$ cat src/hw/rtl/dlaq_pkg.sv
// Package for the delta-list alarm queue: command and result codes and the
// request record that travels from the front end to the back end. No dependencies.
package dlaq_pkg;

   localparam logic [1:0] CMD_ADD    = 2'd0;
   localparam logic [1:0] CMD_CANCEL = 2'd1;
   localparam logic [1:0] CMD_TICK   = 2'd2;
   localparam logic [1:0] CMD_NONE   = 2'd3;

   localparam logic [2:0] KIND_ADDED     = 3'd0;
   localparam logic [2:0] KIND_CANCELLED = 3'd1;
   localparam logic [2:0] KIND_FIRED     = 3'd2;
   localparam logic [2:0] KIND_NOT_FOUND = 3'd3;
   localparam logic [2:0] KIND_FULL      = 3'd4;

   // Most alarms one tick may fire.
   localparam int RESULT_CAP = 16;
   localparam int CAP_W      = $clog2(RESULT_CAP);

   typedef struct packed {
      logic [1:0]  cmd;
      logic [31:0] time_amount;
      logic [15:0] tag;
      logic [15:0] target_id;
   } req_type;

endpackage

$ cat src/hw/rtl/dlaq_front.sv
// Front end of the alarm queue: accepts requests, drops unused commands and
// holds the rest in a two-entry queue for the back end. Uses dlaq_pkg.
module dlaq_front (
   input  logic              clock,
   input  logic              reset,
   input  logic              req_tvalid,
   output logic              req_tready,
   input  logic [63:0]       req_tdata,
   input  logic [1:0]        req_tuser,
   output logic              q_valid,
   input  logic              q_pop,
   output dlaq_pkg::req_type q_item
);

   dlaq_pkg::req_type slot_ff [2];
   dlaq_pkg::req_type push_item;
   logic [1:0] count_ff, count_in;
   logic       rd_ff, rd_in, wr_ff, wr_in;
   logic       push, pop;

   // Decode the incoming request.
   always_comb begin
      push_item.cmd         = req_tuser;
      push_item.time_amount = req_tdata[31:0];
      push_item.tag         = req_tdata[47:32];
      push_item.target_id   = req_tdata[63:48];
   end

   assign req_tready = (count_ff != 2'd2);
   assign push       = req_tvalid && req_tready && (req_tuser != dlaq_pkg::CMD_NONE);
   assign pop        = q_pop && q_valid;
   assign q_valid    = (count_ff != 2'd0);
   assign q_item     = slot_ff[rd_ff];

   // Queue pointers and fill count.
   always_comb begin
      count_in = count_ff + {1'b0, push} - {1'b0, pop};
      rd_in    = rd_ff ^ pop;
      wr_in    = wr_ff ^ push;
   end

   always_ff @(posedge clock) begin
      if (reset) begin
         count_ff <= 2'd0;
         rd_ff    <= 1'b0;
         wr_ff    <= 1'b0;
      end else begin
         count_ff <= count_in;
         rd_ff    <= rd_in;
         wr_ff    <= wr_in;
      end
   end

   // Queue storage.
   always_ff @(posedge clock) begin
      if (push) begin
         slot_ff[wr_ff] <= push_item;
      end
   end

endmodule

$ cat config.mk
export PLATFORM = sky130hd
export DESIGN_NAME = dlaq_front
export DESIGN_NICKNAME = d
export VERILOG_FILES = /design/src/hw/rtl/dlaq_pkg.sv /design/src/hw/rtl/dlaq_front.sv
export SDC_FILE = /design/constraint.sdc
export NUM_CORES = 1
export LEC_CHECK = 0
export BUFFER_PORTS_ARGS = -buffer_cell sky130_fd_sc_hd__buf_2
export CAP_MARGIN = 20
export CORE_MARGIN = 5
export CORE_UTILIZATION = 40
export CTS_CLUSTER_DIAMETER = 40
export DETAILED_ROUTE_END_ITERATION = 8
export GPL_ROUTABILITY_DRIVEN = 0
export PLACE_DENSITY = 0.69
export SETUP_SLACK_MARGIN = 0.05
export SLEW_MARGIN = 40
export SYNTH_ARGS = -nofsm -noshare
export SYNTH_HDL_FRONTEND = slang
export SYNTH_SLANG_ARGS = --single-unit
$ cat constraint.sdc
create_clock -name clock -period 6.7 [get_ports clock]
set_input_delay 0.335 -clock clock [delete_from_list [all_inputs] [get_ports clock]]
set_output_delay 0.335 -clock clock [all_outputs]
set_load 0.005 [all_outputs]
==> summary.txt, run 1 <==
Clock tree
  • Post-CTS resize count: 0
  • Postcts setup bufs: 0
  • TritonCTS Buffers: 17
  • Clk_lat worst skew: slightly above 0.4 ns
  • Root buf cell: clkbuf_16
  • Clk slew on worst S/H paths: 0.05 ns
  • CTS sink count: around 140
  • CTS H-tree depth: 4
  • CTS tree: done
  • Longest Clk Path Bufs: 2
  • Post-cts hold buffer count: 0

Routing
  • Drt first-iter violations: 128
  • 1st-pass router iterations: 6
  • Total vias in the final route: about 2.6k
  • WL/cell: 15.8 microns
  • DRC Markers: 0
  • Routed wire length: 8930 microns
  • Final ANT Viol Nets: 0
  • Drt via density: 4.62

Yosys
  • Post-synthesis mux area share: 0.149
  • Adder-cell share of the synthesized area: 0.00503
  • Syn_area_per_cell: 21.4 sq um
  • Synth Area in XOR/XNOR: 0.00176
  • Yosys warns: 0
  • Mapped Cells: 233
  • Synth area leaders: edfxtp_1 80%, mux2_2 15%, dfxtp_1 1.6%
  • Largest family of logic cells by synthesized area: multiplexers
  • Sequential element share of the synthesized area: 0.812
  • Yosys top cell area share: 0.796
  • Simple-Gate Fraction of Synth Area: 0.00955
  • Post-Syn Nets: approximately 310
  • Cell variety after synth: 20
  • Cell Area, Synth: between 4000 and 5000 sq um
  • Compound-cell area share of the yosys netlist: 0.0138
  • Post-synth top area cell: edfxtp_1
  • #FFs+latches synth: 136

Floorplanning
  • Total core area: 12100 sq um
  • FP Rows: 40
  • Die H: 122 microns
  • Ports: 138
  • DIE WIDTH: 122 microns
  • Initial core utilization: 0.411
  • Die Area: 14800 sq um

Setup path
  • Startpoint Class: flip-flop
  • R2R Setup Slk: 4.76 ns
  • Critical path required time: 6.36 ns
  • Buffers plus inverters on the worst setup path: 2
  • Crit-path max FO: 34
  • Critical path, cell by cell: buf_12, mux2_2, buf_2
  • Critical path arrival: 1.85 ns
  • Worst path max stage delay: about 0.64 ns
  • CP top delay family: flip-flops
  • Slowest cell on the critical path: dfxtp_4
  • WS Path Type: flip-flop to primary output
  • Worst Setup End Kind: primary output

Placed design
  • Post-DP Area: 5920 sq um
  • Detail Placement HPWL: 6120 microns
  • Port Buffer Count: between 100 and 150

Global route
  • Vias in the first global route: 2854
  • Initial antenna violation count: 0
  • Largest net degree at the start of global routing: 37
  • Gr usage total: 0.127
  • First-pass GRT wire length: 14100 microns
  • Congestion Overflow GR: 0

Pwr
  • Maximum vdd drop: 0.000204 V
  • Final Power: 2.21 mW
  • Leakage: 2.40 nW
  • Pwr dens: 342 nW/um^2

Flow run
  • Max-cap violations: 0

Finish
  • Area Overhead vs Synth: 29.8%
  • Layout cell share with drive strength beyond 1: 0.597
  • Cell area after layout: ~6500 sq um
  • Antenna Cells: 0
  • Fill count: 1030
  • Final nets: 457
  • Commonest non-fill, non-tap cell in the layout: buf_2
  • Most frequent cells in the layout: 137 x buf_2, 132 x edfxtp_1, 66 x mux2_2, 17 x clkbuf_16

Timing
  • Max frequency: 457 MHz
  • Rel. slew slack: 0.687
  • Final hold vios: 0
  • Hold Slack: 0.114 ns
  • Final setup fails: 0
  • Final Skew: 0.00605 ns
  • Least-Margin Pin Slew: 0.470 ns
  • Setup TNS: 0 ns
  • RSZ-0062 raised after global routing: no
  • Final Max Tran Viols: 0
  • Fin crit period: 2.19 ns
  • Final period util: 0.326

Hold path
  • HP Class: input port to flip-flop

Status
  • Status: completed
[registers in the layout, summed over array words and instances, names as in the netlist]
| signal | cells |
|---|---|
| wr_ff | 1 |
| slot_ff | 132 |
| count_ff | 2 |
| rd_ff | 1 |
[area by class of cell]
type / instances / area [sq um] / area share
sequential: 136 / 4050 / 0.626
tap: 168 / 210 / 0.0325
inverter: 2 / 7.51 / 0.00116
multi-input combinational: 88 / 908 / 0.141
timing repair buffer: 140 / 746 / 0.115
clock inverter: 12 / 110 / 0.0170
clock buffer: 19 / 433 / 0.0670
[through the flow]
step,cells,utilization,worst slack (ns)
after CTS,565,0.534,4.45
after global placement,531,0.484,4.52
after detailed placement,534,0.489,4.59
after global routing,565,0.534,4.40
final,565,0.534,4.51
after floorplan,233,-,3.95
[path summary, 6_finish.rpt]
path / endpoint / cells past startpoint / from
min: slot_ff[0][57] / 1 / req_tdata[25]
min reg2reg: wr_ff / 3 / wr_ff
max: q_item[19] / 3 / rd_ff
max reg2reg: slot_ff[1][46] / 4 / count_ff[0]
[cell usage after synthesis]
| cell | instances |
|---|---|
| or3_1 | 1 |
| o21ai_0 | 1 |
| inv_1 | 2 |
| a211oi_1 | 1 |
| or2_2 | 1 |
| buf_2 | 7 |
| and2_1 | 1 |
| a21oi_1 | 3 |
| nor2_1 | 3 |
| o211a_1 | 1 |
| nand2_1 | 3 |
| a21bo_4 | 1 |
| a31oi_1 | 1 |
| dfxtp_1 | 4 |
| ha_1 | 2 |
| mux2_2 | 66 |
| edfxtp_1 | 132 |
| a21o_2 | 1 |
| nor2b_1 | 1 |
| xor2_1 | 1 |
[routing by layer]
layer,GRT usage,routed length [microns],up-vias
met5,0,0,-
li1,-,-,1227
met2,0.197,4320,110
met4,0.0672,186,0
met1,0.153,3680,1257
met3,0.0515,743,15
[report_power, final]
group / switching [mW] / leakage (nW) / total (mW) / internal, mW
sequential: 0.0336 / 1.26 / 1.05 / 1.02
combinational: 0.139 / 0.883 / 0.308 / 0.170
clock: 0.315 / 0.262 / 0.850 / 0.536
[logic make-up (layout without fill, tap and decap cells)]
kind of cell    count (synthesis)  in the layout
compound gates                  9              9
xor+xnor                        1              1
fa+ha+maj                       2              2
buf+inv                         9            173
flops                         136            136
mux                            66             66
simple gates                   10             10
(Power assumes the default switching activity.)
==> inputs of run 2 (changes only) <==
--- a/config.mk
+++ b/config.mk
@@ -5,6 +5,7 @@
 export SDC_FILE = /design/constraint.sdc
 export NUM_CORES = 1
 export LEC_CHECK = 0
+export ABC_AREA = 1
 export BUFFER_PORTS_ARGS = -buffer_cell sky130_fd_sc_hd__buf_2
 export CAP_MARGIN = 20
 export CORE_MARGIN = 5
==> constraint.sdc (replaced) <==
create_clock -name clock -period 2.1 [get_ports clock]
set_input_delay 0.105 -clock clock [delete_from_list [all_inputs] [get_ports clock]]
set_output_delay 0.105 -clock clock [all_outputs]
set_load 0.005 [all_outputs]
==> summary.txt, run 2 <==
Status
  • Status: completed

Yosys
  • Primary FF master, synth: edfxtp_1
  • Syn_area_per_cell: 13.2 sq um
  • Largest family of logic cells by synthesized area: simple AND/OR/NAND/NOR gates
  • Yosys warns: 0
  • Synth cell count leaders: 204 x nand2_1, 132 x edfxtp_1, 10 x buf_2
  • Post-synth top area cell: edfxtp_1
  • #FFs+latches synth: approximately 140
  • Sequential element share of the synthesized area: 0.807
  • Most frequent cell after synthesis: nand2_1
  • Synth area leaders: edfxtp_1 79%, nand2_1 15%, dfxtp_1 1.6%
  • Mapped Cells: around 380
  • Cell variety after synth: 15
  • Post-synthesis mux area share: 0
  • EDFF count, synth: 132
  • Synth Area in XOR/XNOR: 0.00175
  • Compound-cell area share of the yosys netlist: 0.00400
  • Cell Area, Synth: 5010 sq um
  • Adder-cell share of the synthesized area: 0.00500
  • Post-Syn Nets: 451
  • Yosys top cell area share: 0.791
  • Simple-Gate Fraction of Synth Area: 0.159
  • Synth async-reset ratio: 0

Finish
  • Post-route insts no fill: slightly below 800
  • Max reg flops: between 100 and 150
  • Layout cell share with drive strength beyond 1: 0.297
  • Biggest regs: slot_ff x132, count_ff x2
  • Most frequent cells in the layout: 203 x nand2_1, 137 x buf_2, 132 x edfxtp_1, 67 x dlygate4sd3_1, 17 x clkbuf_16
  • Cell area after layout: 7290 sq um
  • Top reg by flops: slot_ff
  • Commonest non-fill, non-tap cell in the layout: nand2_1
  • Antenna Cells: 0
  • Final nets: 668
  • Area Overhead vs Synth: 45.6%

Clock tree
  • TritonCTS Buffers: 17
  • Clk_lat worst skew: 0.40 ns
  • Root buf cell: clkbuf_16
  • Longest Clk Path Bufs: 2
  • CTS H-tree depth: 4
  • Clk slew on worst S/H paths: around 0.06 ns
  • CTS tree: done
  • CTS sink count: 136

Flow run
  • Max-cap violations: 0

Timing
  • Least-Margin Pin Slew: 0.403 ns
  • Final setup fails: 0
  • Final Skew: 0.00670 ns
  • Final period util: 0.755
  • RSZ-0062 raised after global routing: no
  • Max frequency: 631 MHz
  • Final Max Tran Viols: 0
  • Fin crit period: 1.58 ns
  • Rel. slew slack: 0.731
  • Final hold vios: 0
  • Setup TNS: 0 ns
  • Hold Slack: 0.0990 ns

Setup path
  • Crit-path max FO: 24
  • Worst Setup End Kind: flip-flop
  • Startpoint Class: flip-flop
  • R2R Setup Slk: 0.52 ns
  • Reg2reg path depth: 6
  • WS Path Type: flip-flop to flip-flop
  • Critical path required time: 2.17 ns
  • RR Startpoint: count_ff[0]
  • Critical path arrival: ~1.7 ns
  • Crit Reg-Reg Endpoint: slot_ff[0][51]

Placed design
  • Port Buffer Count: around 140
  • Detail Placement HPWL: 6660 microns
  • Placed insts: 678
  • Post-DP Area: 5940 sq um

Routing
  • Routed wire length: 11000 microns
  • Drt first-iter violations: 186
  • DRC Markers: 0
  • Final ANT Viol Nets: 0
  • Drt via density: roughly 4.4
  • 1st-pass router iterations: 4
  • Total vias in the final route: between 3k and 4k
  • WL/cell: 14.2 microns

Pwr
  • Sw Ratio: 0.256
  • Internal: roughly 6.4 mW
  • Leakage: 3.11 nW
  • Final Power: 8.58 mW
  • Pwr dens: 1180 nW/um^2
  • Sequential power share: 0.404
  • Psw: 2.20 mW
  • Logic pwr share: 0.205
  • Clock power frac: 0.391
  • Maximum vdd drop: between 0.0005 and 0.0006 V

Global route
  • Gr usage total: 0.151
  • M1 GR Usage: 0.182
  • First-pass GRT wire length: approximately 17000 microns
  • Gr busiest metal: met2
  • Congestion Overflow GR: 0
  • Met3 global-route usage: 0.0464
  • Vias in the first global route: ~3.5k
  • Global routing usage on met2: 0.259
  • Largest net degree at the start of global routing: 43
  • Initial antenna violation count: 0

Floorplanning
  • Total core area: between 10000 and 15000 sq um
  • Die H: 122 microns
  • Ports: 138
  • FP Rows: 40
  • DIE WIDTH: 122 microns
  • Initial core utilization: 0.412
  • Die Area: 14900 sq um

Hold path
  • HP Class: input port to flip-flop
  • Min-Delay Endpoint: rd_ff
  • Hold path startpoint: q_pop
  • Worst Hold Path Cells: 3
[run 2: cell types whose count changed in the layout (fill, tap and decap cells not counted), moves of 2 or more]
cell	delta
nand2_1	+200
dlygate4sd3_1	+67
mux2_2	-66
inv_1	+7
buf_4	+6
bufinv_16	+4
clkinv_1	-4
clkinv_2	-3
clkbuf_8	+2
nor2_1	+2
[run 2: what timing repair did]
action / CTS / global route
setup buffers: 0 / 0
hold endpoints to repair: 136 / 0
hold buffers: 67 / 0
resized for setup: 0 / 0
[run 2: cells by family after synthesis]
kind of cell | Yosys count
AND/OR/NAND/NOR | 212
flip-flops | 136
buffers and inverters | 24
AO/OA/AOI/OAI | 4
adder cells (fa/ha/maj) | 2
XOR/XNOR | 1
[run 2: through the flow]
step                worst slack, ns   util
global placement              0.555  0.489
finish                        0.515  0.600
detailed placement            0.507  0.489
CTS                           0.483  0.600
floorplan                    0.0512      -
global route                  0.391  0.600
[run 2: worst max-delay path: stages, from the launching register on]
cell and delay (ns):
dfxtp_1 0.38, inv_1 0.07, nand2_2 0.06, nand3_2 0.15, inv_1 0.13, ha_4 0.15, buf_4 0.30
[run 2: cell type report]
type	instances	area, sq um
clock buffer	21	460
clock inverter	11	218
fill	949	4870
inverter	10	37.5
multi-input combinational	219	880
sequential	136	4050
tap	168	210
timing repair buffer	212	1440
[run 2: power by group through the flow]
stage / registers [mW] / logic, mW / clock network (mW)
final: 3.47 / 1.76 / 3.35
after global routing: 3.49 / 1.99 / 3.54
after CTS: 3.47 / 1.79 / 3.41
after detailed placement: 3.52 / 1.69 / 0
after global placement: 3.50 / 1.66 / 0
after floorplan: 3.51 / 0.895 / 0
[run 2: layer usage]
layer	share of wire	wire [microns]	vias up
met5	0	0	-
met4	0.0090	99	0
met3	0.059	644	11
met2	0.51	5630	116
met1	0.42	4620	1614
li1	-	-	1706
[run 2: how the worst max path moves through the flow]
stage / start / to / slack (ns) / cells past startpoint
after floorplan: count_ff[0] / slot_ff[1][0] / 0.05 / 4
after global placement: count_ff[0] / slot_ff[0][42] / 0.56 / 6
after detailed placement: count_ff[0] / slot_ff[0][49] / 0.51 / 6
after CTS: rd_ff / q_item[1] / 0.48 / 5
after global routing: count_ff[0] / slot_ff[0][51] / 0.39 / 6
final: count_ff[0] / slot_ff[0][51] / 0.52 / 6
==> inputs of run 3 (changes only) <==
--- a/config.mk
+++ b/config.mk
@@ -13,7 +13,7 @@
 export CTS_CLUSTER_DIAMETER = 40
 export DETAILED_ROUTE_END_ITERATION = 8
 export GPL_ROUTABILITY_DRIVEN = 0
-export PLACE_DENSITY = 0.69
+export PLACE_DENSITY = 0.71
 export SETUP_SLACK_MARGIN = 0.05
 export SLEW_MARGIN = 40
 export SYNTH_ARGS = -nofsm -noshare
==> constraint.sdc (replaced) <==
create_clock -name clock -period 1.4 [get_ports clock]
set_input_delay 0.07 -clock clock [delete_from_list [all_inputs] [get_ports clock]]
set_output_delay 0.07 -clock clock [all_outputs]
set_load 0.005 [all_outputs]
==> summary.txt, run 3 (synthesis gave the netlist of run 2 again) <==
Finish
  • Commonest non-fill, non-tap cell in the layout: nand2_1
  • Cell area after layout: 7790 sq um
  • Top reg by flops: slot_ff
  • Max reg flops: 132
  • Biggest regs: slot_ff x132, count_ff x2
  • Area Overhead vs Synth: 55.5%
  • Final nets: 698
  • Most frequent cells in the layout: 187 x nand2_1, 136 x buf_2, 132 x edfxtp_1, 67 x dlygate4sd3_1, 24 x clkbuf_16
  • Layout cell share with drive strength beyond 1: 0.359
  • Post-route insts no fill: 807

Floorplanning
  • Ports: 138
  • Die Area: 14900 sq um
  • FP Rows: 40
  • DIE WIDTH: approximately 120 microns
  • Total core area: 12200 sq um
  • Initial core utilization: 0.412
  • Die H: 122 microns

Setup path
  • Worst Setup End Kind: flip-flop
  • Crit-path most repeated cell: nand2_1
  • WS Path Type: flip-flop to flip-flop
  • RR Startpoint: count_ff[0]
  • Crit-path max FO: 5
  • Critical path, cell by cell: inv_2, nand2_4, nand3_4, xor2_1, ha_2, inv_1, nand2_1, nand2_2, nand3_1, nand2_1, nor2_1
  • Critical path required time: 1.70 ns
  • Worst path max stage delay: 0.35 ns
  • Crit Reg-Reg Endpoint: count_ff[1]
  • R2R Setup Slk: -0.02 ns
  • Slowest cell on the critical path: dfxtp_2
  • Reg2reg path depth: 11
  • Critical path arrival: 1.73 ns
  • Buffers plus inverters on the worst setup path: 2
  • Startpoint Class: flip-flop
  • CP top delay family: simple AND/OR/NAND/NOR gates
  • Critical Path Start: count_ff[0]

Routing
  • Drt first-iter violations: 260
  • WL/cell: around 17 microns
  • Total vias in the final route: between 3k and 4k
  • Routed wire length: 13500 microns
  • Drt via density: 4.61
  • Final ANT Viol Nets: 0
  • DRC Markers: 0
  • 1st-pass router iterations: 6

Clock tree
  • TritonCTS Buffers: 17
  • CTS sink count: 136
  • Root buf cell: clkbuf_16
  • Clk_lat worst skew: slightly above 0.4 ns
  • Longest Clk Path Bufs: 2
  • CTS tree: done
  • CTS H-tree depth: 4
  • Clk slew on worst S/H paths: ~0.06 ns

Global route
  • M1 GR Usage: 0.188
  • Largest net degree at the start of global routing: 36
  • First-pass GRT wire length: approximately 19000 microns
  • Gr busiest metal: met2
  • Initial antenna violation count: 0
  • Congestion Overflow GR: 0
  • Met3 global-route usage: 0.0515
  • Vias in the first global route: 3721
  • Gr usage total: 0.171
  • Global routing usage on met2: 0.309

Hold path
  • Min-Delay Endpoint: count_ff[1]
  • Hold path startpoint: req_tvalid
  • HP Class: input port to flip-flop
  • Worst Hold Path Cells: 5

Timing
  • Rel. slew slack: 0.846
  • Least-Margin Pin Slew: around 0.23 ns
  • RSZ-0062 raised after global routing: yes
  • Final hold vios: 0
  • Final period util: 1.02
  • Fin crit period: 1.42 ns
  • Worst setup slack after layout: -0.0244 ns
  • Final Skew: 0.00729 ns
  • Final Max Tran Viols: 0
  • Max frequency: around 700 MHz
  • Final setup fails: 21

Status
  • Failing checks: setup timing
  • Status: complete, but fails checks

Flow run
  • Max-cap violations: 0

Pwr
  • Maximum vdd drop: 0.00120 V
  • Leakage: 3.34 nW
  • Pwr dens: 1680 nW/um^2

Placed design
  • Port Buffer Count: 137
  • Post-DP Area: 6030 sq um
  • Detail Placement HPWL: 6970 microns
  • Placed insts: ~680
-- run 3: through the flow --
step / setup TNS, ns / total power, mW / utilization / hold slack [ns] / setup WS, ns
CTS: -1.10 / 12.6 / 0.610 / 0.0695 / -0.0480
floorplan: -50.92 / 6.63 / - / 0.134 / -0.576
global route: -5.44 / 13.8 / 0.641 / 0.132 / -0.0989
detailed placement: -0.279 / 7.99 / 0.496 / 0.263 / -0.0150
global placement: 0 / 7.90 / 0.496 / 0.259 / 0.0488
finish: -0.205 / 13.1 / 0.641 / 0.108 / -0.0244
-- run 3: worst max path at each step --
stage / slack (ns) / cells past startpoint / to
floorplan: -0.58 / 4 / slot_ff[1][0]
global placement: 0.05 / 6 / slot_ff[0][40]
detailed placement: -0.02 / 11 / count_ff[1]
CTS: -0.05 / 5 / q_item[65]
global route: -0.1 / 11 / count_ff[1]
finish: -0.02 / 11 / count_ff[1]
-- run 3: per-layer routing --
metal / up-vias / share of wire
li1: 1777 / -
met1: 1782 / 0.39
met4: 0 / 0.013
met2: 143 / 0.54
met5: - / 0
met3: 19 / 0.057
-- run 3: timing repair --
action | 4_1_cts | 5_1_grt
pin swaps | 1 | 17
hold buffers | 67 | 0
endpoints found under the setup margin | 158 | 200
gates resized for setup | 17 | 31
endpoints found under the hold margin | 136 | 0
setup buffers | 4 | 8
gates cloned | 4 | 11
-- run 3: cell type report --
type,instances,area (sq um)
Fill cell,888,4370
Clock buffer,19,433
Tap cell,168,210
Clock inverter,12,110
Sequential cell,136,4050
Multi-Input combinational cell,219,951
Antenna cell,1,2.50
Timing Repair Buffer,242,1990
Inverter,10,45.0
-- run 3: tightest hold or removal path, stage by stage --
cell     delay (ns)
buf_2          0.12
nand3_4        0.12
nand3_1        0.08
nand2_1        0.06
nor2_1         0.03
-- run 3: power breakdown --
group | switching, mW | internal [mW]
registers | 0.169 | 5.07
logic | 1.96 | 1.79
clock network | 1.54 | 2.57
total | 3.66 | 9.43
